File: config.mk
export PLATFORM = sky130hd
export DESIGN_NAME = xor_keyed_frame_checker_pairing_top
export DESIGN_NICKNAME = d
export VERILOG_FILES = /design/src/hdl/xkfc_pkg.sv /design/src/hdl/xor_keyed_frame_checker_pairing_top.sv /design/src/hdl/xkfc_csr.sv /design/src/hdl/xkfc_frame.sv /design/src/hdl/xkfc_out_reg.sv
export SDC_FILE = /design/constraint.sdc
export NUM_CORES = 1
export LEC_CHECK = 0
export BUFFER_PORTS_ARGS = -buffer_cell sky130_fd_sc_hd__buf_2
export CAP_MARGIN = 40
export CORE_MARGIN = 10
export CORE_UTILIZATION = 53
export CTS_BUF_LIST = sky130_fd_sc_hd__clkbuf_2 sky130_fd_sc_hd__clkbuf_4 sky130_fd_sc_hd__clkbuf_8
export CTS_CLUSTER_SIZE = 40
export DETAILED_ROUTE_END_ITERATION = 10
export PLACE_DENSITY = 0.82
export SLEW_MARGIN = 40
export SYNTH_ARGS = -nofsm -noshare
export SYNTH_HDL_FRONTEND = slang
export SYNTH_SLANG_ARGS = --single-unit
File: constraint.sdc
create_clock -name clock -period 2.9 [get_ports clock]
set_input_delay 0.29 -clock clock [delete_from_list [all_inputs] [get_ports clock]]
set_output_delay 0.29 -clock clock [all_outputs]
set_load 0.02 [all_outputs]
File: src/hdl/xkfc_pkg.sv
// Shared types and constants of the keyed frame checker.
`timescale 1ns / 1ps
`default_nettype none

package xkfc_pkg;

   // One received byte with its first-byte side information.
   typedef struct packed {
      logic [7:0] rx_byte;
      logic       first_byte;
      logic [5:0] fifo_count;
      logic       crc_error;
   } req_type;

   // One frame verdict with the decrypted payload fields.
   typedef struct packed {
      logic [2:0]  status;
      logic        accepted;
      logic [7:0]  pkt_type;
      logic [7:0]  command;
      logic [15:0] pair_key_out;
      logic [7:0]  key_value;
      logic [7:0]  reserved_byte;
      logic [15:0] received_id;
   } rsp_type;

   // Configuration as seen by the frame logic.
   typedef struct packed {
      logic [15:0] device_id;
      logic        pairing_enable;
   } cfg_type;

   // Configuration port layout.
   localparam int unsigned CSR_INDEX_W = 2;
   localparam int unsigned CSR_DATA_W  = 16;
   localparam logic [CSR_INDEX_W-1:0] CSR_DEVICE_ID      = 2'd0;
   localparam logic [CSR_INDEX_W-1:0] CSR_PAIRING_ENABLE = 2'd1;
   localparam logic [15:0] DEVICE_ID_RESET = 16'h1111;

   // Frame verdict codes.
   localparam logic [2:0] ST_COUNT_RANGE = 3'd0;
   localparam logic [2:0] ST_CRC         = 3'd1;
   localparam logic [2:0] ST_LENGTH      = 3'd2;
   localparam logic [2:0] ST_SUM_BAD     = 3'd3;
   localparam logic [2:0] ST_PAIRED      = 3'd4;
   localparam logic [2:0] ST_ID_MATCH    = 3'd5;
   localparam logic [2:0] ST_ID_MISMATCH = 3'd6;

   // Command codes written into a good frame.
   localparam logic [7:0] CMD_PAIRED = 8'h82;
   localparam logic [7:0] CMD_NORMAL = 8'h81;

   // Pair keys that request pairing.
   localparam logic [15:0] PAIR_KEY_BLANK = 16'h0000;
   localparam logic [15:0] PAIR_KEY_ALL   = 16'hFFFF;

   // Radio FIFO count limits and the expected frame length.
   localparam logic [5:0] COUNT_MIN   = 6'd3;
   localparam logic [5:0] COUNT_MAX   = 6'd15;
   localparam logic [5:0] FRAME_BYTES = 6'd9;

endpackage

`default_nettype wire

File: src/hdl/xor_keyed_frame_checker_pairing_top.sv
// Top level of the keyed frame checker: input register, frame logic, result register.
// A byte enters the input register; any result then enters the result register.
// Throughput: one byte per cycle unless stalled; the input register feeds one
// combinational pass into the result register, and a stalled full one holds both.
// Reset clears framing to waiting for a first byte, clears the match flag,
// and sets device_id to 0x1111 with pairing disabled.
`timescale 1ns / 1ps
`default_nettype none

module xor_keyed_frame_checker_pairing_top #(
   parameter int unsigned PAYLOAD_BYTES = 6
) (
   input  wire logic                             clock,
   input  wire logic                             reset,
   input  wire logic                             req_valid,
   output      logic                             req_stall,
   input  wire xkfc_pkg::req_type                req_data,
   output      logic                             rsp_valid,
   input  wire logic                             rsp_stall,
   output      xkfc_pkg::rsp_type                rsp_data,
   input  wire logic                             csr_valid,
   output      logic                             csr_ready,
   input  wire logic [xkfc_pkg::CSR_INDEX_W-1:0] csr_index,
   input  wire logic [xkfc_pkg::CSR_DATA_W-1:0]  csr_data
);
   import xkfc_pkg::*;

   logic    in_valid_ff, in_valid_in;
   req_type in_data_ff;
   logic    go;
   logic    out_free;
   logic    res_valid;
   rsp_type res;
   cfg_type cfg;

   // The held byte is processed once the result register can take its verdict.
   assign go        = in_valid_ff && out_free;
   assign req_stall = in_valid_ff && !out_free;

   // Input register.
   always_comb begin
      in_valid_in = in_valid_ff;
      if (req_valid && !req_stall) begin
         in_valid_in = 1'b1;
      end else if (go) begin
         in_valid_in = 1'b0;
      end
   end

   always_ff @(posedge clock) begin
      if (reset) begin
         in_valid_ff <= 1'b0;
      end else begin
         in_valid_ff <= in_valid_in;
      end
   end

   always_ff @(posedge clock) begin
      if (req_valid && !req_stall) begin
         in_data_ff <= req_data;
      end
   end

   xkfc_csr u_csr (
      .clock     (clock),
      .reset     (reset),
      .csr_valid (csr_valid),
      .csr_ready (csr_ready),
      .csr_index (csr_index),
      .csr_data  (csr_data),
      .cfg       (cfg)
   );

   xkfc_frame #(
      .PAYLOAD_BYTES (PAYLOAD_BYTES)
   ) u_frame (
      .clock     (clock),
      .reset     (reset),
      .go        (go),
      .in_data   (in_data_ff),
      .cfg       (cfg),
      .res_valid (res_valid),
      .res       (res)
   );

   xkfc_out_reg u_out_reg (
      .clock     (clock),
      .reset     (reset),
      .load      (res_valid),
      .load_data (res),
      .out_free  (out_free),
      .rsp_valid (rsp_valid),
      .rsp_stall (rsp_stall),
      .rsp_data  (rsp_data)
   );

endmodule

`default_nettype wire

File: src/hdl/xkfc_csr.sv
// Configuration registers: device identity and pairing mode.
`timescale 1ns / 1ps
`default_nettype none

module xkfc_csr (
   input  wire logic                               clock,
   input  wire logic                               reset,
   input  wire logic                               csr_valid,
   output      logic                               csr_ready,
   input  wire logic [xkfc_pkg::CSR_INDEX_W-1:0]   csr_index,
   input  wire logic [xkfc_pkg::CSR_DATA_W-1:0]    csr_data,
   output      xkfc_pkg::cfg_type                  cfg
);
   import xkfc_pkg::*;

   logic [15:0] device_id_ff;
   logic        pairing_enable_ff;

   // Writes are taken in any cycle.
   assign csr_ready = 1'b1;

   // Register file; writes to unknown indexes are dropped.
   always_ff @(posedge clock) begin
      if (reset) begin
         device_id_ff      <= DEVICE_ID_RESET;
         pairing_enable_ff <= 1'b0;
      end else if (csr_valid && csr_ready) begin
         case (csr_index)
            CSR_DEVICE_ID:      device_id_ff      <= csr_data[15:0];
            CSR_PAIRING_ENABLE: pairing_enable_ff <= csr_data[0];
            default: ;
         endcase
      end
   end

   assign cfg.device_id      = device_id_ff;
   assign cfg.pairing_enable = pairing_enable_ff;

endmodule

`default_nettype wire

File: src/hdl/xkfc_frame.sv
// Frame tracking, decryption, checksum and pairing decision for one byte.
`timescale 1ns / 1ps
`default_nettype none

module xkfc_frame #(
   parameter int unsigned PAYLOAD_BYTES = 6
) (
   input  wire logic              clock,
   input  wire logic              reset,
   input  wire logic              go,
   input  wire xkfc_pkg::req_type in_data,
   input  wire xkfc_pkg::cfg_type cfg,
   output      logic              res_valid,
   output      xkfc_pkg::rsp_type res
);
   import xkfc_pkg::*;

   localparam int unsigned POS_W = $clog2(PAYLOAD_BYTES + 3);
   localparam logic [POS_W-1:0] POS_KEY   = POS_W'(1);
   localparam logic [POS_W-1:0] POS_FIRST = POS_W'(2);
   localparam logic [POS_W-1:0] POS_CHECK = POS_W'(PAYLOAD_BYTES + 2);
   localparam int unsigned REPORT_BYTES = 6;

   logic [POS_W-1:0] pos_ff, pos_in;
   logic             drop_ff, drop_in;
   logic [7:0]       key_ff, key_in;
   logic [7:0]       sum_ff, sum_in;
   logic             matched_ff, matched_in;
   logic [7:0]       pay_ff [REPORT_BYTES];
   logic             store_en;
   logic [7:0]       plain;
   logic [15:0]      rid;
   logic [5:0]       cnt;

   assign plain = in_data.rx_byte ^ key_ff;
   assign rid   = {pay_ff[3], pay_ff[2]};
   assign cnt   = in_data.fifo_count;

   // Next frame state and the verdict for the byte being processed.
   always_comb begin
      pos_in     = pos_ff;
      drop_in    = drop_ff;
      key_in     = key_ff;
      sum_in     = sum_ff;
      matched_in = matched_ff;
      store_en   = 1'b0;
      res_valid  = 1'b0;
      res        = '0;
      if (go) begin
         if (in_data.first_byte) begin
            // A first byte always restarts framing.
            pos_in  = '0;
            drop_in = 1'b1;
            if (cnt > COUNT_MAX || cnt < COUNT_MIN) begin
               res_valid  = 1'b1;
               res.status = ST_COUNT_RANGE;
            end else if (in_data.crc_error) begin
               res_valid  = 1'b1;
               res.status = ST_CRC;
            end else if (cnt != FRAME_BYTES) begin
               res_valid  = 1'b1;
               res.status = ST_LENGTH;
            end else begin
               sum_in  = in_data.rx_byte;
               pos_in  = POS_KEY;
               drop_in = 1'b0;
            end
         end else if (!drop_ff) begin
            if (pos_ff == POS_KEY) begin
               key_in = in_data.rx_byte;
               sum_in = sum_ff + in_data.rx_byte;
               pos_in = POS_FIRST;
            end else if (pos_ff != POS_CHECK) begin
               store_en = 1'b1;
               sum_in   = sum_ff + plain;
               pos_in   = pos_ff + POS_W'(1);
            end else begin
               // Checksum byte closes the frame.
               pos_in    = '0;
               drop_in   = 1'b1;
               res_valid = 1'b1;
               if (in_data.rx_byte != sum_ff) begin
                  res.status = ST_SUM_BAD;
               end else if (cfg.pairing_enable &&
                            (rid == PAIR_KEY_BLANK || rid == PAIR_KEY_ALL)) begin
                  res.status        = ST_PAIRED;
                  res.pkt_type      = pay_ff[0];
                  res.command       = CMD_PAIRED;
                  res.pair_key_out  = cfg.device_id;
                  res.key_value     = pay_ff[4];
                  res.reserved_byte = pay_ff[5];
                  res.received_id   = rid;
               end else if (rid != cfg.device_id) begin
                  matched_in      = 1'b0;
                  res.status      = ST_ID_MISMATCH;
                  res.command     = CMD_NORMAL;
                  res.received_id = rid;
               end else begin
                  matched_in        = 1'b1;
                  res.status        = ST_ID_MATCH;
                  res.pkt_type      = pay_ff[0];
                  res.command       = CMD_NORMAL;
                  res.pair_key_out  = rid;
                  res.key_value     = pay_ff[4];
                  res.reserved_byte = pay_ff[5];
                  res.received_id   = rid;
               end
            end
         end
      end
      res.accepted = matched_in | cfg.pairing_enable;
   end

   // Frame control state.
   always_ff @(posedge clock) begin
      if (reset) begin
         pos_ff     <= '0;
         drop_ff    <= 1'b1;
         key_ff     <= '0;
         sum_ff     <= '0;
         matched_ff <= 1'b0;
      end else begin
         pos_ff     <= pos_in;
         drop_ff    <= drop_in;
         key_ff     <= key_in;
         sum_ff     <= sum_in;
         matched_ff <= matched_in;
      end
   end

   // Plaintext bytes that are reported; later payload bytes are only summed.
   always_ff @(posedge clock) begin
      if (store_en) begin
         for (int i = 0; i < REPORT_BYTES; i++) begin
            if (pos_ff == POS_W'(i + 2)) begin
               pay_ff[i] <= plain;
            end
         end
      end
   end

   // While a frame is open the position has moved past the length byte.
   a_open_frame_pos: assert property (@(posedge clock) disable iff (reset)
      !drop_ff |-> pos_ff != '0)
      else $error("open frame with position zero");

   // The checksum byte always returns the block to waiting.
   a_check_closes: assert property (@(posedge clock) disable iff (reset)
      go && !in_data.first_byte && !drop_ff && pos_ff == POS_CHECK
      |=> drop_ff && pos_ff == '0)
      else $error("checksum byte did not close the frame");

   // A mismatch hides the payload and clears the match flag.
   a_mismatch_clean: assert property (@(posedge clock) disable iff (reset)
      res_valid && res.status == ST_ID_MISMATCH
      |-> res.pair_key_out == '0 && res.pkt_type == '0 && !matched_in
          && res.accepted == cfg.pairing_enable)
      else $error("mismatch verdict leaked payload or match flag");

endmodule

`default_nettype wire

File: src/hdl/xkfc_out_reg.sv
// Result register on the response channel.
`timescale 1ns / 1ps
`default_nettype none

module xkfc_out_reg (
   input  wire logic              clock,
   input  wire logic              reset,
   input  wire logic              load,
   input  wire xkfc_pkg::rsp_type load_data,
   output      logic              out_free,
   output      logic              rsp_valid,
   input  wire logic              rsp_stall,
   output      xkfc_pkg::rsp_type rsp_data
);
   import xkfc_pkg::*;

   logic    rsp_valid_ff;
   rsp_type rsp_data_ff;

   // The register can take a new result when empty or when its result leaves now.
   assign out_free = !rsp_valid_ff || !rsp_stall;

   // Valid flag: set by a load, cleared by a completed transfer.
   always_ff @(posedge clock) begin
      if (reset) begin
         rsp_valid_ff <= 1'b0;
      end else if (load) begin
         rsp_valid_ff <= 1'b1;
      end else if (!rsp_stall) begin
         rsp_valid_ff <= 1'b0;
      end
   end

   // Payload is captured only on a load.
   always_ff @(posedge clock) begin
      if (load) begin
         rsp_data_ff <= load_data;
      end
   end

   assign rsp_valid = rsp_valid_ff;
   assign rsp_data  = rsp_data_ff;

endmodule

`default_nettype wire
Word level (Yosys, flattened, before mapping)
Memory sizes are Yosys's and may differ from the RTL's.
Index checks and enable logic that the tools add are counted.
{"block": "totals", "output_inout_bits": 71, "latch_bits": 0, "elab_cells": 163, "reg_bits": 125, "mem_bits_rw": 48, "n_memories": 1, "mem_bits_ro": 0, "input_bits": 39}
{"name": "u_frame.pay_ff", "words": 6, "word_bits": 8, "rd": 5, "rd_clocked_by_memory_dff": 0, "write_ports": 1, "line": "xkfc_frame.sv:29", "text": "logic [7:0] pay_ff [REPORT_BYTES];"}
{"block": "classes", "n_div": 0, "bitwise": 5, "n_mux": 87, "mul": 0, "addsub": 3, "n_reduce_logical": 26, "n_lt_le_gt_ge": 2, "n_eq_ne": 18, "shift": 0}
{"operator": "8-bit 2-to-1 mux", "count": 13}
{"operator": "64-bit 2-to-1 mux", "count": 1}
{"operator": "1-bit 2-to-1 mux", "count": 51}
{"operator": "8-bit OR reduction", "count": 5}
{"operator": "3-bit 2-to-1 mux", "count": 13}
{"operator": "32-bit 2-to-1 mux", "count": 1}
{"operator": "4-bit 2-to-1 mux", "count": 6}
{"operator": "8-bit adder", "count": 2}
{"operator": "16-bit equality test (second input constant)", "count": 1}
{"operator": "4-bit by 3-bit equality test with 1-bit output (second input constant)", "count": 4}
{"operator": "16-bit zero test", "count": 1}
{"operator": "16-bit != test", "count": 1}
{"operator": "4-bit by 2-bit equality test with 1-bit output (second input constant)", "count": 2}
{"operator": "2-bit != test (second input constant)", "count": 4}
{"operator": "8-bit != test", "count": 1}
{"operator": "8-bit bitwise XOR", "count": 1}
{"operator": "6-bit by 4-bit greater-than comparator with 1-bit output (second input constant)", "count": 1}
{"operator": "6-bit by 2-bit < comparator with 1-bit output (second input constant)", "count": 1}
{"operator": "6-bit by 4-bit != test with 1-bit output (second input constant)", "count": 1}
{"operator": "2-bit AND reduction", "count": 3}
{"operator": "6-bit AND reduction", "count": 1}
{"operator": "6-bit OR reduction", "count": 1}
{"operator": "4-bit by 1-bit adder with 4-bit output (second input constant)", "count": 1}
{"operator": "4-bit by 1-bit equality test with 1-bit output (second input constant)", "count": 1}
{"operator": "13 further kinds", "count": 24}

Logic depth before layout (Yosys ltp)
{"block": "depth", "depth_word": 14, "mapped_depth": 13, "depth_no_buf": 12}

Hierarchy
From an unflattened synthesis, not the netlist that was laid out.
{"block": "hier_totals", "cells_unflattened": 534, "area_unflattened_um2": 7125.6}
{"mod": "xkfc_frame", "cells_per_inst": 363, "n_inst": 1, "seq_area_each_um2": 1641.6, "area_per_inst_um2": 3728.6}
{"mod": "xkfc_out_reg", "cells_per_inst": 72, "n_inst": 1, "seq_area_each_um2": 2062.0, "area_per_inst_um2": 2074.5}
{"mod": "xkfc_csr", "cells_per_inst": 78, "n_inst": 1, "seq_area_each_um2": 340.3, "area_per_inst_um2": 785.8}
{"mod": "xor_keyed_frame_checker_pairing_top", "cells_per_inst": 21, "n_inst": 1, "seq_area_each_um2": 500.5, "area_per_inst_um2": 536.8}

Worst setup path after synthesis
Ideal clock, no wire load.
{"block": "synth_path", "path_kind": "register -> register", "start": "reg u_frame.pos_ff[1]", "end": "reg u_frame.sum_ff[6]", "arrival_ns": 2.862, "path_stages_with_launch": 13, "setup_ns": 0.091, "slack_ns": -0.053, "period_less_slack_ns": 2.953, "cell_sequence": "dfxtp_1 > inv_1 > ha_1 > or3b_2 > clkbuf_1 > nand2_1 > xnor2_1 > ha_1 > fa_1 > a21oi_1 > o21ai_0 > o41a_1 > a311oi_1"}
{"block": "synth_between", "elab_chain_len": 4, "word_cells_on_any_way": 7, "classes_between": "eq/ne (2); mux (3); reduce/logical (2)"}
{"element": "start: declaration", "line": "xkfc_frame.sv:24", "text": "logic [POS_W-1:0] pos_ff, pos_in;"}
{"element": "start signal: assignment", "line": "xkfc_frame.sv:123", "text": "pos_ff <= pos_in;"}
{"element": "4-bit by 1-bit equality test with 1-bit output", "line": "xkfc_frame.sv:69", "text": "if (pos_ff == POS_KEY) begin"}
{"element": "8-bit 2-to-1 mux", "line": "xkfc_frame.sv:69"}
{"element": "8-bit 2-to-1 mux", "line": "xkfc_frame.sv:68", "text": "end else if (!drop_ff) begin"}
{"element": "8-bit 2-to-1 mux", "line": "xkfc_frame.sv:50", "text": "if (in_data.first_byte) begin"}
{"element": "end signal: assignment", "line": "xkfc_frame.sv:126", "text": "sum_ff <= sum_in;"}
{"element": "end: declaration", "line": "xkfc_frame.sv:27", "text": "logic [7:0] sum_ff, sum_in;"}
Several ways; a longest one is shown, not always the timed one. The select of a mux whose other input is x is not followed.
A chain may end at the register's enable or synchronous reset.

Worst setup path after layout
Ends and elaborated chain as after synthesis.

==> flow_summary_export.csv <==
group,metric,value,unit
outcome,status,"complete, no violations",
sta,tightest_slew,0.755,ns
logic_synthesis,yosys.area.top_type_share,0.519,
worst_setup_path,cp_max_fo,3,
die,coreArea,12700,um^2
logic_synthesis,ys_seq_area_frac,0.638,
die,rows,41,
global_route,grt_pass1_vias,4656,
power_and_ir_drop,vdd_drop_max,0.000295,V
logic_synthesis,synth.area.top_cells,"edfxtp_1 52%, dfxtp_1 12%, and2_1 3.9%, xor2_1 3.6%, nand2_1 2.8%",
layout,area_delta_synth_final,18.5,%
layout,nNetsFinal,716,
global_route,grt_pass1_wl,23.4,mm
placement,dp_hpwl,10.4,mm
layout,fin_cells,850,
placement,dpl_worst_slack,-0.0245,ns
cts,cts_tree,"yes",
layout,final_cell_mix,"119 x edfxtp_1, 102 x buf_2, 51 x nand2_1, 43 x and2_1, 39 x dfxtp_1",
cts,clock_sinks,160,
global_route,grt_max_degree,46,
layout,regArea,4400,um^2
detailed_routing,drcViolationCount,0,
worst_setup_path,r2r-start,"u_frame.pos_ff[1]",
sta,timing.final.ws_setup,0.128,ns
worst_setup_path,start_kind,"flip-flop",
die,fp.dieH,134,um
detailed_routing,drtAntennaViolNets,0,
cts,clk_path_buf_depth,2,
placement,port-buffer-count,103,
layout,fill_cells,927,
sta,setup_violations,0,
cts,cts_made_buffers,17,
detailed_routing,wl,14.5,mm
placement,dp_cells,801,
cts,clk_latency,0.46,ns
hold_path,min_from,"csr_data[2]",
global_route,overflow,0,
worst_setup_path,crit_type,"reg2reg",
layout,fin_util,0.644,
cts,cts_root_buf,"clkbuf_8",
worst_setup_path,cp.arrival,3.14,ns
logic_synthesis,netlist_instances,542,
detailed_routing,avgViaCountPerCell,5.35,
cts,h-tree-depth,4,
power_and_ir_drop,p_per_area,535,nW/um^2
worst_setup_path,rrSetupSlack,0.13,ns
logic_synthesis,synth-async-reset-ratio,0,
sta,fin_setup_tns,0,ns
worst_setup_path,cp-end-kind,"flip-flop",
sta,timing.hold.ws,0.0694,ns
layout,n_antenna_cell,0,
worst_setup_path,worstPathRequired,3.27,ns
detailed_routing,wl_per_cell,17.1,um
layout,drive_gt1_frac,0.249,
sta,max_slew_margin,0.497,
sta,timing.fmax,361,MHz
detailed_routing,first_pass_iters,7,
layout,final_common_cell,"edfxtp_1",
placement,gp_congestion,0.873,
detailed_routing,drtIter0Drc,296,
sta,hold_violations,0,
die,pin_count,110,
logic_synthesis,synth.largest_area_cell,"edfxtp_1",
die,die_width,134,um
logic_synthesis,synthesis.area,6890,um^2
sta,fin_crit,2.77,ns
detailed_routing,vias,4545,
sta,fin_crit_sh,0.956,
power_and_ir_drop,p_leak,3.21,nW
die,start_util,0.544,
hold_path,hp-class,"in2reg",
global_route,track_usage,0.163,
logic_synthesis,synth.avg_cell_area,12.7,um^2
logic_synthesis,synth-edff-count,119,
worst_setup_path,crit_start,"u_frame.pos_ff[1]",
logic_synthesis,yosys_register_bits,160,
logic_synthesis,ys_types,58,
logic_synthesis,ys_warn_count,0,
die,die-area,18000,um^2
layout,multi_input_area,2340,um^2
global_route,antenna_found_initial,0,
sta,skew,0.0153,ns
cts,clkTransAtPathRegs,0.09,ns
sta,slew_violations,0,
logic_synthesis,ys.flop_type,"edfxtp_1",
run,cap_violations,0,
## final cells by class
type	instances	area share
clock buffers	19	0.0305
clock inverters	13	0.0158
inverters	7	0.00322
multi-input cells	346	0.287
flip-flops and latches	160	0.539
well taps	172	0.0264
repair buffers	133	0.0980
## worst max-delay path: stages, from the launching register on
cell and delay [ns]:
dfxtp_2 0.33, inv_2 0.07, ha_4 0.13, or3b_4 0.39
nand2_1 0.10, xnor2_1 0.09, ha_2 0.22, fa_1 0.43
a21oi_2 0.17, o21ai_1 0.12, o41a_1 0.38, a311oi_1 0.23
## per-layer routing
metal / GRT usage / share of wire
met5: 0 / 0
met4: 0.0641 / 0.022
met3: 0.0523 / 0.062
met2: 0.282 / 0.51
met1: 0.182 / 0.41
## worst paths after layout
kind / end / cells after the start
worst max register to register: u_frame.sum_ff[6] / 11
worst max-delay path: u_frame.sum_ff[6] / 11
worst min-delay path: u_csr.device_id_ff[2] / 3
worst min register to register: u_csr.device_id_ff[1] / 2
## Yosys cell counts, types with 7 or more instances
cell type  instances
inv_1              7
nand3b_1           7
nor4_1            10
edfxtp_1         119
a211oi_1          11
o21ai_0           10
xnor2_1           14
nor2_1            35
nand2_1           52
and2_1            43
clkbuf_1          17
dfxtp_1           41
mux2i_1           15
ha_1              11
a21oi_1           23
a22o_1            16
xor2_1            28
buf_4              8
## state kept, by name, indices dropped and copies added, names as in the netlist
signal	flops
u_frame.pay_ff	40
in_valid_ff	1
u_out_reg.rsp_valid	1
u_csr.pairing_enable_ff	1
u_frame.matched_ff	1
u_frame.pos_ff	4
u_frame.drop_ff	1
u_csr.device_id_ff	16
u_frame.key_ff	8
u_frame.sum_ff	8
u_out_reg.rsp_data	63
in_data_ff	16
## logic make-up after synthesis
group                      Yosys count  share of synthesized area
muxes                               15                     0.0218
adders and majority gates           12                     0.0229
and+or+nand+nor                    189                      0.152
buffers and inverters               40                     0.0292
AOI/OAI and AO/OA                   82                     0.0817
other                                2                    0.00109
xor gates and xnor gates            42                     0.0534
DFF                                160                      0.638
## stage by stage
step / power (mW) / cell area, um^2
after CTS: 4.39 / 8120
after global routing: 4.53 / 8160
after global placement: 2.84 / 7570
after floorplan: 2.76 / 6910
final: 4.37 / 8160
after detailed placement: 2.85 / 7570
## power breakdown
| group | switching (mW) | total [mW] | leakage [nW] | internal, mW |
|---|---|---|---|---|
| Combinational | 0.168 | 0.288 | 1.57 | 0.120 |
| Sequential | 0.0365 | 2.53 | 1.45 | 2.50 |
| Clock | 0.834 | 1.55 | 0.185 | 0.714 |
| Total | 1.04 | 4.37 | 3.21 | 3.33 |
## timing repair
action	4_1_cts	5_1_grt
hold endpoints to repair	16	0
hold buffers	16	0
endpoints found under the setup margin	2	4
pin swaps	0	7
resized for setup	3	10
buffers inserted	0	1
Note: power is estimated with default switching activity, not from simulation.
